File: src/fsts_pkg.sv
// fsts_pkg: shared types and codes for the fixed-step tick scheduler.
// No dependencies; used by fixed_step_tick_scheduler.
package fsts_pkg;

    localparam int DELTA_W = 32;
    localparam int STEP_W  = 8;
    localparam int DROP_W  = 48;
    localparam int REM_W   = 32;
    localparam int CFG_W   = 32;

    localparam logic [1:0] MODE_ADVANCE = 2'd0;
    localparam logic [1:0] MODE_STEP    = 2'd1;
    localparam logic [1:0] MODE_PAUSE   = 2'd2;
    localparam logic [1:0] MODE_CLEAR   = 2'd3;

    localparam logic [1:0] CFG_STEP_INTERVAL   = 2'd0;
    localparam logic [1:0] CFG_MAX_CATCH_UP    = 2'd1;
    localparam logic [1:0] CFG_MAX_FRAME_DELTA = 2'd2;

    localparam logic [STEP_W-1:0] CATCH_UP_RESET = 8'd8;

    typedef enum logic [3:0] {
        ST_IDLE,
        ST_EXEC,
        ST_FDROP,
        ST_DIV,
        ST_GRANT,
        ST_MUL,
        ST_SUB,
        ST_CDROP,
        ST_FINISH
    } state_t;

endpackage

File: src/fsts_div.sv
// fsts_div: restoring divider, one quotient bit per cycle.
// Divides a W+1 bit dividend by a nonzero W bit divisor. No dependencies.
module fsts_div #(
    parameter int W = 32
) (
    input  logic         aclk,
    input  logic         aresetn,
    input  logic         start,
    input  logic [W:0]   dividend,
    input  logic [W-1:0] divisor,
    output logic         done,
    output logic [W:0]   quotient,
    output logic [W-1:0] remainder
);

    localparam int CW = $clog2(W + 2);

    logic          busy_reg, busy_next;
    logic          done_reg, done_next;
    logic [CW-1:0] cnt_reg, cnt_next;
    logic [W:0]    quo_reg, quo_next;
    logic [W-1:0]  rem_reg, rem_next;
    logic [W-1:0]  div_reg, div_next;
    logic [W:0]    trial;
    logic          fits;

    always_comb begin
        trial = {rem_reg, quo_reg[W]};
        fits  = trial >= {1'b0, div_reg};
    end

    always_comb begin
        busy_next = busy_reg;
        done_next = 1'b0;
        cnt_next  = cnt_reg;
        quo_next  = quo_reg;
        rem_next  = rem_reg;
        div_next  = div_reg;
        if (start) begin
            busy_next = 1'b1;
            cnt_next  = CW'(W + 1);
            quo_next  = dividend;
            rem_next  = '0;
            div_next  = divisor;
        end else if (busy_reg) begin
            quo_next = {quo_reg[W-1:0], fits};
            rem_next = fits ? W'(trial - {1'b0, div_reg}) : trial[W-1:0];
            cnt_next = cnt_reg - CW'(1);
            if (cnt_reg == CW'(1)) begin
                busy_next = 1'b0;
                done_next = 1'b1;
            end
        end
    end

    always_ff @(posedge aclk) begin
        if (!aresetn) begin
            busy_reg <= 1'b0;
            done_reg <= 1'b0;
            cnt_reg  <= '0;
        end else begin
            busy_reg <= busy_next;
            done_reg <= done_next;
            cnt_reg  <= cnt_next;
        end
    end

    always_ff @(posedge aclk) begin
        quo_reg <= quo_next;
        rem_reg <= rem_next;
        div_reg <= div_next;
    end

    assign done      = done_reg;
    assign quotient  = quo_reg;
    assign remainder = rem_reg;

    a_rem_below_divisor: assert property (@(posedge aclk) disable iff (!aresetn)
        (done_reg && div_reg != '0) |-> rem_reg < div_reg)
        else $error("divider remainder not below divisor");

    a_done_ends_busy: assert property (@(posedge aclk) disable iff (!aresetn)
        done_reg |-> !busy_reg)
        else $error("divider done while still busy");

    a_start_when_idle: assert property (@(posedge aclk) disable iff (!aresetn)
        start |-> !busy_reg)
        else $error("divider started while busy");

endmodule

File: src/fixed_step_tick_scheduler.sv
// fixed_step_tick_scheduler: fixed timestep accumulator with catch-up limit.
// Depends on fsts_pkg and fsts_div.
//
// Usage:
//   Commands enter on the s_ channel (valid/ready); one result per command
//   leaves on the m_ channel (valid/ready). Registers are written through
//   cfg_wen/cfg_index/cfg_wdata, one write per cycle. The user must write them
//   only while idle; the block itself does not enforce this. An advance
//   command while running with a nonzero step interval passes through a
//   saturating add of the frame drop, the bit-serial divider (one quotient
//   bit per cycle), then the grant, multiply, subtract and saturating-add
//   steps. Every other command goes straight to the finish step. s_ready
//   rises together with m_valid, so the next command waits for the result.
//   The result sits in an output register; the next command is taken while
//   it waits. If the receiver stalls, the following result holds in the
//   sequencer until the output register frees, and no new command is taken.
//   Reset (aresetn low, synchronous) clears the accumulator, dropped total,
//   pause and pending flags, sets step_interval = 0, max_catch_up = 8 and
//   max_frame_delta = 0, and empties the output register.
module fixed_step_tick_scheduler #(
    parameter int TIME_BITS = 32,
    parameter int DROP_BITS = 48
) (
    input  logic                          aclk,
    input  logic                          aresetn,
    input  logic                          cfg_wen,
    input  logic [1:0]                    cfg_index,
    input  logic [fsts_pkg::CFG_W-1:0]    cfg_wdata,
    input  logic                          s_valid,
    output logic                          s_ready,
    input  logic [1:0]                    s_mode,
    input  logic [fsts_pkg::DELTA_W-1:0]  s_wall_delta,
    input  logic                          s_pause_level,
    output logic                          m_valid,
    input  logic                          m_ready,
    output logic [fsts_pkg::STEP_W-1:0]   m_step_count,
    output logic [fsts_pkg::DROP_W-1:0]   m_dropped_total,
    output logic [fsts_pkg::REM_W-1:0]    m_remainder
);

    localparam int TW = TIME_BITS;
    localparam int PW = TIME_BITS + fsts_pkg::STEP_W;
    localparam int SW = ((DROP_BITS > TIME_BITS + 1) ? DROP_BITS : TIME_BITS + 1) + 1;

    fsts_pkg::state_t state_reg, state_next;

    logic [TW-1:0]                   interval_reg, interval_next;
    logic [fsts_pkg::STEP_W-1:0]     catch_reg, catch_next;
    logic [TW-1:0]                   frame_reg, frame_next;
    logic [TW-1:0]                   acc_reg, acc_next;
    logic [DROP_BITS-1:0]            drop_reg, drop_next;
    logic                            paused_reg, paused_next;
    logic                            pend_reg, pend_next;
    logic                            m_valid_reg, m_valid_next;

    logic [1:0]                      mode_reg, mode_next;
    logic [TW-1:0]                   delta_reg, delta_next;
    logic                            level_reg, level_next;
    logic [TW:0]                     sum_reg, sum_next;
    logic [TW:0]                     amt_reg, amt_next;
    logic [TW:0]                     base_reg, base_next;
    logic [PW-1:0]                   prod_reg, prod_next;
    logic [fsts_pkg::STEP_W-1:0]     steps_reg, steps_next;
    logic [fsts_pkg::STEP_W-1:0]     out_steps_reg, out_steps_next;
    logic [fsts_pkg::DROP_W-1:0]     out_drop_reg, out_drop_next;
    logic [fsts_pkg::REM_W-1:0]      out_rem_reg, out_rem_next;

    logic                            out_free;
    logic [TW:0]                     sum_calc;
    logic [SW-1:0]                   sat_sum;
    logic [DROP_BITS-1:0]            drop_sat;
    logic [fsts_pkg::STEP_W-1:0]     limit;
    logic                            div_start;
    logic                            div_done;
    logic [TW:0]                     div_quo;
    logic [TW-1:0]                   div_rem;

    fsts_div #(.W(TW)) u_div (
        .aclk      (aclk),
        .aresetn   (aresetn),
        .start     (div_start),
        .dividend  (sum_calc),
        .divisor   (interval_reg),
        .done      (div_done),
        .quotient  (div_quo),
        .remainder (div_rem)
    );

    always_comb begin
        out_free = !m_valid_reg || m_ready;
        sum_calc = {1'b0, acc_reg} + {1'b0, delta_reg};
        sat_sum  = SW'(drop_reg) + SW'(amt_reg);
        drop_sat = (sat_sum > SW'({DROP_BITS{1'b1}})) ? {DROP_BITS{1'b1}}
                                                      : sat_sum[DROP_BITS-1:0];
        limit    = (catch_reg == '0) ? fsts_pkg::STEP_W'(1) : catch_reg;
    end

    always_comb begin
        state_next = state_reg;
        case (state_reg)
            fsts_pkg::ST_IDLE: begin
                if (s_valid) state_next = fsts_pkg::ST_EXEC;
            end
            fsts_pkg::ST_EXEC: begin
                if (mode_reg == fsts_pkg::MODE_ADVANCE && !paused_reg && interval_reg != '0)
                    state_next = fsts_pkg::ST_FDROP;
                else
                    state_next = fsts_pkg::ST_FINISH;
            end
            fsts_pkg::ST_FDROP: state_next = fsts_pkg::ST_DIV;
            fsts_pkg::ST_DIV: begin
                if (div_done) state_next = fsts_pkg::ST_GRANT;
            end
            fsts_pkg::ST_GRANT: state_next = fsts_pkg::ST_MUL;
            fsts_pkg::ST_MUL:   state_next = fsts_pkg::ST_SUB;
            fsts_pkg::ST_SUB:   state_next = fsts_pkg::ST_CDROP;
            fsts_pkg::ST_CDROP: state_next = fsts_pkg::ST_FINISH;
            fsts_pkg::ST_FINISH: begin
                if (out_free) state_next = fsts_pkg::ST_IDLE;
            end
            default: state_next = fsts_pkg::ST_IDLE;
        endcase
    end

    always_comb begin
        interval_next  = interval_reg;
        catch_next     = catch_reg;
        frame_next     = frame_reg;
        acc_next       = acc_reg;
        drop_next      = drop_reg;
        paused_next    = paused_reg;
        pend_next      = pend_reg;
        m_valid_next   = m_valid_reg;
        mode_next      = mode_reg;
        delta_next     = delta_reg;
        level_next     = level_reg;
        sum_next       = sum_reg;
        amt_next       = amt_reg;
        base_next      = base_reg;
        prod_next      = prod_reg;
        steps_next     = steps_reg;
        out_steps_next = out_steps_reg;
        out_drop_next  = out_drop_reg;
        out_rem_next   = out_rem_reg;
        div_start      = 1'b0;

        if (m_ready) m_valid_next = 1'b0;

        case (state_reg)
            fsts_pkg::ST_IDLE: begin
                mode_next  = s_mode;
                delta_next = TW'(s_wall_delta);
                level_next = s_pause_level;
            end
            fsts_pkg::ST_EXEC: begin
                steps_next = '0;
                amt_next   = '0;
                case (mode_reg)
                    fsts_pkg::MODE_ADVANCE: begin
                        if (paused_reg) begin
                            acc_next = '0;
                            if (pend_reg && interval_reg != '0) begin
                                steps_next = fsts_pkg::STEP_W'(1);
                                pend_next  = 1'b0;
                            end
                        end else if (frame_reg != '0 && delta_reg > frame_reg) begin
                            amt_next   = {1'b0, delta_reg - frame_reg};
                            delta_next = frame_reg;
                        end
                    end
                    fsts_pkg::MODE_STEP: begin
                        if (paused_reg) pend_next = 1'b1;
                    end
                    fsts_pkg::MODE_PAUSE: begin
                        if (paused_reg != level_reg) begin
                            paused_next = level_reg;
                            acc_next    = '0;
                            pend_next   = 1'b0;
                        end
                    end
                    fsts_pkg::MODE_CLEAR: begin
                        acc_next  = '0;
                        drop_next = '0;
                        pend_next = 1'b0;
                    end
                    default: begin
                    end
                endcase
            end
            fsts_pkg::ST_FDROP: begin
                drop_next = drop_sat;
                sum_next  = sum_calc;
                div_start = 1'b1;
            end
            fsts_pkg::ST_DIV: begin
                if (div_done) acc_next = div_rem;
            end
            fsts_pkg::ST_GRANT: begin
                steps_next = (div_quo < (TW+1)'(limit)) ? div_quo[fsts_pkg::STEP_W-1:0]
                                                         : limit;
            end
            fsts_pkg::ST_MUL: begin
                prod_next = PW'(steps_reg) * PW'(interval_reg);
                base_next = sum_reg - {1'b0, acc_reg};
            end
            fsts_pkg::ST_SUB: begin
                amt_next = (TW+1)'(PW'(base_reg) - prod_reg);
            end
            fsts_pkg::ST_CDROP: begin
                drop_next = drop_sat;
            end
            fsts_pkg::ST_FINISH: begin
                if (out_free) begin
                    m_valid_next   = 1'b1;
                    out_steps_next = steps_reg;
                    out_drop_next  = fsts_pkg::DROP_W'(drop_reg);
                    out_rem_next   = fsts_pkg::REM_W'(acc_reg);
                end
            end
            default: begin
            end
        endcase

        if (cfg_wen) begin
            case (cfg_index)
                fsts_pkg::CFG_STEP_INTERVAL: begin
                    interval_next = TW'(cfg_wdata);
                    acc_next      = '0;
                    pend_next     = 1'b0;
                end
                fsts_pkg::CFG_MAX_CATCH_UP:    catch_next = cfg_wdata[fsts_pkg::STEP_W-1:0];
                fsts_pkg::CFG_MAX_FRAME_DELTA: frame_next = TW'(cfg_wdata);
                default: begin
                end
            endcase
        end
    end

    always_ff @(posedge aclk) begin
        if (!aresetn) begin
            state_reg    <= fsts_pkg::ST_IDLE;
            interval_reg <= '0;
            catch_reg    <= fsts_pkg::CATCH_UP_RESET;
            frame_reg    <= '0;
            acc_reg      <= '0;
            drop_reg     <= '0;
            paused_reg   <= 1'b0;
            pend_reg     <= 1'b0;
            m_valid_reg  <= 1'b0;
        end else begin
            state_reg    <= state_next;
            interval_reg <= interval_next;
            catch_reg    <= catch_next;
            frame_reg    <= frame_next;
            acc_reg      <= acc_next;
            drop_reg     <= drop_next;
            paused_reg   <= paused_next;
            pend_reg     <= pend_next;
            m_valid_reg  <= m_valid_next;
        end
    end

    always_ff @(posedge aclk) begin
        mode_reg      <= mode_next;
        delta_reg     <= delta_next;
        level_reg     <= level_next;
        sum_reg       <= sum_next;
        amt_reg       <= amt_next;
        base_reg      <= base_next;
        prod_reg      <= prod_next;
        steps_reg     <= steps_next;
        out_steps_reg <= out_steps_next;
        out_drop_reg  <= out_drop_next;
        out_rem_reg   <= out_rem_next;
    end

    assign s_ready         = (state_reg == fsts_pkg::ST_IDLE);
    assign m_valid         = m_valid_reg;
    assign m_step_count    = out_steps_reg;
    assign m_dropped_total = out_drop_reg;
    assign m_remainder     = out_rem_reg;

    a_busy_after_transfer: assert property (@(posedge aclk) disable iff (!aresetn)
        (s_valid && s_ready) |=> !s_ready)
        else $error("input taken twice without processing");

    a_result_from_finish: assert property (@(posedge aclk) disable iff (!aresetn)
        $rose(m_valid) |-> $past(state_reg == fsts_pkg::ST_FINISH))
        else $error("result loaded outside finish state");

    a_pending_only_paused: assert property (@(posedge aclk) disable iff (!aresetn)
        pend_reg |-> paused_reg)
        else $error("single step pending while running");

endmodule
File: config.mk
export PLATFORM = sky130hd
export DESIGN_NAME = fixed_step_tick_scheduler
export DESIGN_NICKNAME = d
export VERILOG_FILES = /design/src/fsts_pkg.sv /design/src/fsts_div.sv /design/src/fixed_step_tick_scheduler.sv
export SDC_FILE = /design/constraint.sdc
export NUM_CORES = 2
export LEC_CHECK = 0
export BUFFER_PORTS_ARGS = -buffer_cell sky130_fd_sc_hd__buf_2
export CAP_MARGIN = 20
export CORE_UTILIZATION = 63
export CTS_CLUSTER_DIAMETER = 60
export DETAILED_ROUTE_END_ITERATION = 8
export GPL_TIMING_DRIVEN = 0
export HOLD_SLACK_MARGIN = 0.12
export PLACE_DENSITY = 0.81
export SYNTH_ARGS = -nofsm -noshare
export SYNTH_HDL_FRONTEND = slang
export SYNTH_HIERARCHICAL = 1
export SYNTH_SLANG_ARGS = --single-unit
File: constraint.sdc
create_clock -name aclk -period 6.3 [get_ports aclk]
set_clock_uncertainty 0.05 [all_clocks]
set_input_delay 0.63 -clock aclk [delete_from_list [all_inputs] [get_ports aclk]]
set_output_delay 0.63 -clock aclk [all_outputs]
set_load 0.05 [all_outputs]
After elaboration in Yosys (flattened, before gate mapping)
Cells that the tools add are included.
{"block": "classes", "add_sub_neg": 7, "multipliers": 1, "magnitude_cmp": 4, "eq_ne": 22, "n_mux": 50, "bitwise_logic": 2, "reduce_logical": 29}
{"cell": "$mux 32", "n": 12}
{"cell": "$pmux 32 s2", "n": 2}
{"cell": "$mux 48", "n": 2}
{"cell": "$pmux 32 s3", "n": 1}
{"cell": "$pmux 48 s2", "n": 1}
{"cell": "$mux 33", "n": 2}
{"cell": "$pmux 33 s2", "n": 1}
{"cell": "$reduce_bool 32->1", "n": 2}
{"cell": "$sub 32x32->32", "n": 2}
{"cell": "$add 48x33->49", "n": 1}
{"cell": "$gt 49x48->1 const B", "n": 1}
{"cell": "$pmux 4 s9", "n": 1}
{"cell": "$add 32x32->33", "n": 1}
{"cell": "$ge 33x32->1", "n": 1}
{"cell": "$lt 33x8->1", "n": 1}
{"cell": "$mul 8x32->33", "n": 1}
{"cell": "$sub 33x32->33", "n": 1}
{"cell": "$sub 33x33->33", "n": 1}
{"cell": "$gt 32x32->1", "n": 1}
{"cell": "$mux 1", "n": 18}
{"cell": "$eq 4x3->1 const B", "n": 4}
{"cell": "$mux 4", "n": 4}
{"cell": "$mux 8", "n": 2}
{"cell": "$pmux 8 s2", "n": 1}
{"cell": "25 further kinds", "n": 51}
{"block": "word_totals", "register_bits": 527, "out_inout_bits": 90}

Depth between registers and ports, before layout
{"block": "depth", "depth_word": 8, "mapped_depth": 21, "mapped_depth_nobuf": 20}

Cells and area by module
The synthesis kept the hierarchy.
{"mod": "fixed_step_tick_scheduler", "n_inst": 1, "cells_per_inst": 3174, "area_per_inst_um2": 30446.7, "seq_area_each_um2": 11080.6}
{"mod": "fsts_div", "n_inst": 1, "cells_per_inst": 593, "area_per_inst_um2": 5914.4, "seq_area_each_um2": 2752.6}

Worst setup path after synthesis
OpenSTA, ideal clock, no wires.
{"block": "synth_timing", "kind": "register to register", "start": "register state_reg[0]", "end": "register out_drop_reg, in the netlist m_dropped_total[0], enable pin", "setup_ns": 0.546, "arrival_time_ns": 4.890, "slack_ns": 0.814, "stages_incl_launch_ff": 4, "path_buffers": 1, "synth_period_minus_slack_ns": 5.486, "path_cell_list": "dfxtp_1 > clkbuf_1 > nor4b_1 > nor2b_1"}
{"block": "synth_between", "elab_chain_cells": 2}
{"element": "start: declaration", "line": "fixed_step_tick_scheduler.sv:45", "source": "fsts_pkg::state_t state_reg, state_next;"}
{"element": "start signal: assignment", "line": "fixed_step_tick_scheduler.sv:241", "source": "state_reg <= fsts_pkg::ST_IDLE;"}
{"element": "start signal: assignment", "line": "fixed_step_tick_scheduler.sv:251", "source": "state_reg <= state_next;"}
{"element": "$eq 4x4->1", "line": "fixed_step_tick_scheduler.sv:149", "source": "case (state_reg)"}
{"element": "$reduce_and 2->1 (no line)"}
{"element": "end signal: assignment", "line": "fixed_step_tick_scheduler.sv:273", "source": "out_drop_reg <= out_drop_next;"}
{"element": "end: declaration", "line": "fixed_step_tick_scheduler.sv:65", "source": "logic [fsts_pkg::DROP_W-1:0] out_drop_reg, out_drop_next;"}
Every way passes these cells.
A chain may end at the register's enable or synchronous reset.

Final worst setup path
{"block": "layout_timing", "start": "register steps_reg[3] in the netlist's numbering", "end": "register prod_reg[30], data pin"}
{"block": "layout_between", "elab_chain_cells": 1}
{"element": "start: declaration", "line": "fixed_step_tick_scheduler.sv:63", "source": "logic [fsts_pkg::STEP_W-1:0] steps_reg, steps_next;"}
{"element": "start signal: assignment", "line": "fixed_step_tick_scheduler.sv:271", "source": "steps_reg <= steps_next;"}
{"element": "$mul 8x32->33", "line": "fixed_step_tick_scheduler.sv:203", "source": "prod_next = PW'(steps_reg) * PW'(interval_reg);"}
{"element": "end signal: assignment", "line": "fixed_step_tick_scheduler.sv:270", "source": "prod_reg <= prod_next;"}
{"element": "end: declaration", "line": "fixed_step_tick_scheduler.sv:62", "source": "logic [PW-1:0] prod_reg, prod_next;"}
Every way passes these cells.

==> results.txt <==
The start point of the worst hold path is s_mode[1]. For the post-synth design cell area, the log shows 36400 um^2. In this run switching power makes up 37.7% of total power. Compared with the post-synthesis result, the final layout area differs by 11.7%. Clock tree synthesis selected as its root buffer the cell sky130_fd_sc_hd__clkbuf_16. Data arrives at the worst endpoint at 6.32 ns. Max-cap violations in this run came to 0. The max-slew violation total from the final report is 0. The end of the worst register-to-register path was prod_reg[30]$_DFFE_PP_. In this run the number of H-tree levels came out at 2.

The final layout contains routed wiring with a total length of 107000 um. When the netlist entered floorplanning its net count stood at 4252. The tools report the category of the worst setup path launch point as a flip-flop. The initial antenna violation count is 7. Counting stages on the worst path, the most repeated cell is sky130_fd_sc_hd__fa_1.

The first global-routing pass estimated 162000 um of wire. The number of cells traversed by the worst hold path was 1. The sequential fraction of the synthesis area came out at 38.0%. At the pin with the least slew margin, the transition time is 1.18 ns. The post-route netlist has 10.2% of its cells at a drive strength greater than 1.

The final routed DRC violation total is 0. Counting flops and latches in the post-synthesis netlist gives 527. Of all nets on the critical path, the largest fanout is 10. The worst path uses 94.9% of the clock period. In the post-synthesis netlist, the biggest area contributors are sky130_fd_sc_hd__edfxtp_1 27%, sky130_fd_sc_hd__dfxtp_1 11%, sky130_fd_sc_hd__fa_1 9.2%. Worst-path cell with the longest stage delay: sky130_fd_sc_hd__edfxtp_1.

164 I/O pins were placed. The required time of the worst setup path was 6.64 ns; the synthesized area per cell was 9.65 um^2. For the global routing usage summed across all routing layers, the log shows 36.2%. Across the VDD grid, the largest voltage drop is 0.242 mV. Detailed-route vias per instance: 6.11. The distinct cell type count after synthesis was 94. Entering global routing, the biggest net connects 39 pins. Yosys printed 6 warnings. For this design the ratio of total power to cell area is 323 nW/um^2.

The most used flip-flop cell after synthesis is sky130_fd_sc_hd__edfxtp_1. Clock-pin slew was measured on the worst setup and hold paths at 0.06 ns. TritonCTS built the clock tree. The leakage power figure is 17.1 nW, and the total net switching power is 4.95 mW. After routing, the total negative slack on setup checks comes to 0 ns. The die covers 58700 um^2. The run finished with clean final reports.

The fraction of synthesis flops using an asynchronous set or reset pin was 0%; the filler cell count in the final layout was 4286. Setup violations remaining at the end of the flow were counted as 0. The count of nets left with antenna violations once routing finished came out at 0. Per report_power, the combinational group accounts for 35.9% of the total.

The number of DRC violations after detailed-routing iteration 0 was 2800. The logs give 84900 um for the post-detailed-placement half-perimeter wirelength and 0.32 ns for the register-to-register setup slack. In this run the standard cell core region covers 56700 um^2.

The routability congestion estimate from global placement came out at 0.988. The min-delay analysis places its worst path in the category in2reg. The count of cells along the worst register-to-register path is 19, and the number of failing hold endpoints at the final stage is 0. For this run, the top clock speed supported by timing is 167 MHz. The number of placed instances, taps included is 4696.

The worst slew margin relative to its limit is 21.3%, and the portion of synthesized cell area occupied by the leading cell type is 27.1%. The critical path starts at steps_reg[3]$_SDFFCE_PN0P_. The number of port buffers was 163. The tools report the CTS sink count as 527. STA classifies the critical path endpoint as a flip-flop. The total overflow left after global routing is 0. The internal portion of the total power is 8.18 mW. Setup repair after global routing left no endpoint under its margin. In this run, the clock network consumes 28.3% of the power. Counting flops with a built-in enable in the synthesized netlist gives 328. On the worst path, the slowest cell contributes a delay of 0.65 ns.

The critical path ends at prod_reg[30]$_DFFE_PP_. The critical path in this run is classified as reg2reg. The tools report the number of vias in the routed layout as 29500.

The run gives 87 as the placement row count. The number of global-route vias before repair was 27800; the y dimension of the die was 242 um. The worst path needs 5.98 ns of the cycle, external delays included. The number of non-filler instances in the completed layout is 4818, and the sequential share of power is 35.9%. For this configuration, the core starts out at a cell density of 64.1%.

For this run, the detailed router's first-pass iteration total came to 6. The number of cells produced by synthesis was 3767. In this run the deepest clock path goes through 3 buffers.

The logs give 0.66 ns for the clock insertion delay at the later pin of the skew report and 0.180 ns for the worst hold slack after final layout. The signal on the critical path passes through clkbuf_1 > and2_1 > fa_1 > fa_1 > fa_1 > inv_1 > fa_1 > inv_1 > ha_1 > a21o_1 > a21o_1 > a21o_1 > a21oi_1 > o21ai_0 > a21oi_1 > o21ai_1 > a41o_1 > a21oi_1 > xnor2_1. The number of nets in the layout was 4495; the routed length per instance was 22.2 um. The worst register-to-register path begins at steps_reg[3]$_SDFFCE_PN0P_. The run gives 59 as the clock buffer count from CTS. Top cell type by total area after synthesis: sky130_fd_sc_hd__edfxtp_1. The die extent in x came out at 242 um.
==> per-layer routing <==
| metal | GRT usage (%) | vias to the layer above | share of wire [%] |
|---|---|---|---|
| li1 | - | 13700 | - |
| met1 | 47.7 | 14100 | 39 |
| met2 | 58.3 | 1443 | 46 |
| met3 | 5.80 | 243 | 9.6 |
| met4 | 17.4 | 2 | 5.4 |
| met5 | 0 | - | 0.0084 |
==> critical path, delay by kind of cell, from the launching register on <==
kind / cells / cell delay (ns)
and+or+nand+nor: 1 / 0.22
AOI/OAI and AO/OA: 9 / 1.87
xor gates and xnor gates: 1 / 0.09
DFF: 1 / 0.65
buffers and inverters: 3 / 0.52
adders and majority gates: 5 / 2.32
==> worst min path at each step <==
| stage | endpoint |
|---|---|
| after floorplan | u_div/div_reg[10]$_DFFE_PP_ |
| after global placement | u_div/div_reg[23]$_DFFE_PP_ |
| after detailed placement | u_div/div_reg[25]$_DFFE_PP_ |
| after CTS | mode_reg[1]$_DFFE_PP_ |
| after global routing | mode_reg[1]$_DFFE_PP_ |
| final | mode_reg[1]$_DFFE_PP_ |
==> cells by family after synthesis <==
family,count (synthesis),share of synthesized area (%)
AO/OA/AOI/OAI,900,16.6
buffers and inverters,538,5.66
AND/OR/NAND/NOR,1108,14.8
XOR/XNOR,198,4.77
flip-flops,527,38.0
adder cells (fa/ha/maj),411,17.6
multiplexers,85,2.58
==> layout by cell type (no fill, tap or decap), types with 18 or more instances in the layout <==
| master | instances |
|---|---|
| sky130_fd_sc_hd__xnor2_1 | 129 |
| sky130_fd_sc_hd__and3_1 | 22 |
| sky130_fd_sc_hd__and2_1 | 193 |
| sky130_fd_sc_hd__nor3_1 | 43 |
| sky130_fd_sc_hd__mux2i_1 | 19 |
| sky130_fd_sc_hd__o21ai_0 | 150 |
| sky130_fd_sc_hd__a31oi_1 | 35 |
| sky130_fd_sc_hd__or3_1 | 19 |
| sky130_fd_sc_hd__nor2b_1 | 31 |
| sky130_fd_sc_hd__a311oi_1 | 18 |
| sky130_fd_sc_hd__nor4_1 | 31 |
| sky130_fd_sc_hd__mux2_2 | 65 |
| sky130_fd_sc_hd__nand2_1 | 401 |
| sky130_fd_sc_hd__o22ai_1 | 23 |
| sky130_fd_sc_hd__fa_1 | 168 |
| sky130_fd_sc_hd__clkbuf_1 | 131 |
| sky130_fd_sc_hd__inv_1 | 390 |
| sky130_fd_sc_hd__a22oi_1 | 34 |
| sky130_fd_sc_hd__o21bai_1 | 33 |
| sky130_fd_sc_hd__nand3_1 | 53 |
| sky130_fd_sc_hd__o21a_1 | 38 |
| sky130_fd_sc_hd__a21oi_1 | 205 |
| sky130_fd_sc_hd__nand4_1 | 29 |
| sky130_fd_sc_hd__xor2_1 | 69 |
| sky130_fd_sc_hd__buf_2 | 177 |
| sky130_fd_sc_hd__clkbuf_16 | 65 |
| sky130_fd_sc_hd__nand2b_1 | 38 |
| sky130_fd_sc_hd__edfxtp_1 | 328 |
| sky130_fd_sc_hd__ha_1 | 243 |
| sky130_fd_sc_hd__nor2_1 | 202 |
| sky130_fd_sc_hd__a211oi_1 | 35 |
| sky130_fd_sc_hd__dfxtp_1 | 199 |
| sky130_fd_sc_hd__a21o_1 | 108 |
| sky130_fd_sc_hd__a21boi_0 | 80 |
==> Yosys cell counts, types with 6 or more instances <==
cell type,n
sky130_fd_sc_hd__nand2_1,401
sky130_fd_sc_hd__inv_1,390
sky130_fd_sc_hd__nand3_1,53
sky130_fd_sc_hd__and3_1,22
sky130_fd_sc_hd__nor3b_1,6
sky130_fd_sc_hd__nor4_1,31
sky130_fd_sc_hd__a21oi_1,205
sky130_fd_sc_hd__mux2i_1,19
sky130_fd_sc_hd__clkbuf_1,126
sky130_fd_sc_hd__nor2_1,204
sky130_fd_sc_hd__o21a_1,38
sky130_fd_sc_hd__o31a_1,6
sky130_fd_sc_hd__or3_1,19
sky130_fd_sc_hd__ha_1,243
sky130_fd_sc_hd__a211oi_1,36
sky130_fd_sc_hd__nor3_1,43
sky130_fd_sc_hd__a22oi_1,34
sky130_fd_sc_hd__o21ai_0,152
sky130_fd_sc_hd__and2_1,193
sky130_fd_sc_hd__a2111oi_0,6
sky130_fd_sc_hd__o31ai_1,10
sky130_fd_sc_hd__nand2b_1,38
sky130_fd_sc_hd__o22ai_1,23
sky130_fd_sc_hd__o21bai_1,33
sky130_fd_sc_hd__nor2b_1,32
sky130_fd_sc_hd__edfxtp_1,328
sky130_fd_sc_hd__a41oi_1,6
sky130_fd_sc_hd__a211o_1,12
sky130_fd_sc_hd__or2_2,9
sky130_fd_sc_hd__mux2_2,65
sky130_fd_sc_hd__fa_1,168
sky130_fd_sc_hd__xor2_1,69
sky130_fd_sc_hd__a21o_1,108
sky130_fd_sc_hd__xnor2_1,129
sky130_fd_sc_hd__buf_2,14
sky130_fd_sc_hd__nand4_1,29
sky130_fd_sc_hd__o211ai_1,15
sky130_fd_sc_hd__a311oi_1,18
sky130_fd_sc_hd__o21ai_1,9
sky130_fd_sc_hd__a21boi_0,80
sky130_fd_sc_hd__a221oi_1,6
sky130_fd_sc_hd__a31oi_1,36
sky130_fd_sc_hd__dfxtp_1,199
==> power by group through the flow <==
stage,Clock (mW),Sequential [mW],Combinational [mW]
after floorplan,0,4.70,3.22
after global placement,0,4.80,4.38
after detailed placement,0,4.77,4.54
after CTS,3.73,4.69,4.58
after global routing,3.87,4.73,5.11
final,3.71,4.71,4.71
==> per-stage QoR <==
stage          worst slack, ns  cell area [um^2]  total power, mW  utilization (%)
2_1_floorplan            0.814             36400             7.92                -
3_5_place_dp            -0.462             38400             9.31             67.7
3_3_place_gp             -1.30             38100             9.18             67.2
4_1_cts                 0.0385             40600             13.0             71.6
5_1_grt                 0.0352             40600             13.7             71.6
6_report                 0.324             40600             13.1             71.6
==> what timing repair did <==
| action | 4_1_cts | 5_1_grt |
|---|---|---|
| buffers inserted | 5 | 2 |
| resized for setup | 3 | 5 |
| endpoints found under the setup margin | 7 | 3 |
| hold buffers | 2 | 0 |
| hold endpoints to repair | 2 | 0 |
==> final cells by class <==
cell class | instances | area [um^2] | area share, %
multi-input combinational | 2702 | 20500 | 50.5
inverter | 390 | 1460 | 3.60
clock inverter | 27 | 343 | 0.844
tap | 756 | 946 | 2.33
sequential | 527 | 13800 | 34.1
timing repair buffer | 183 | 1120 | 2.76
clock buffer | 85 | 1790 | 4.41
buffer | 147 | 596 | 1.47
antenna | 1 | 2.50 | 0.00616
No activity file was read; power rests on OpenSTA's default activity.
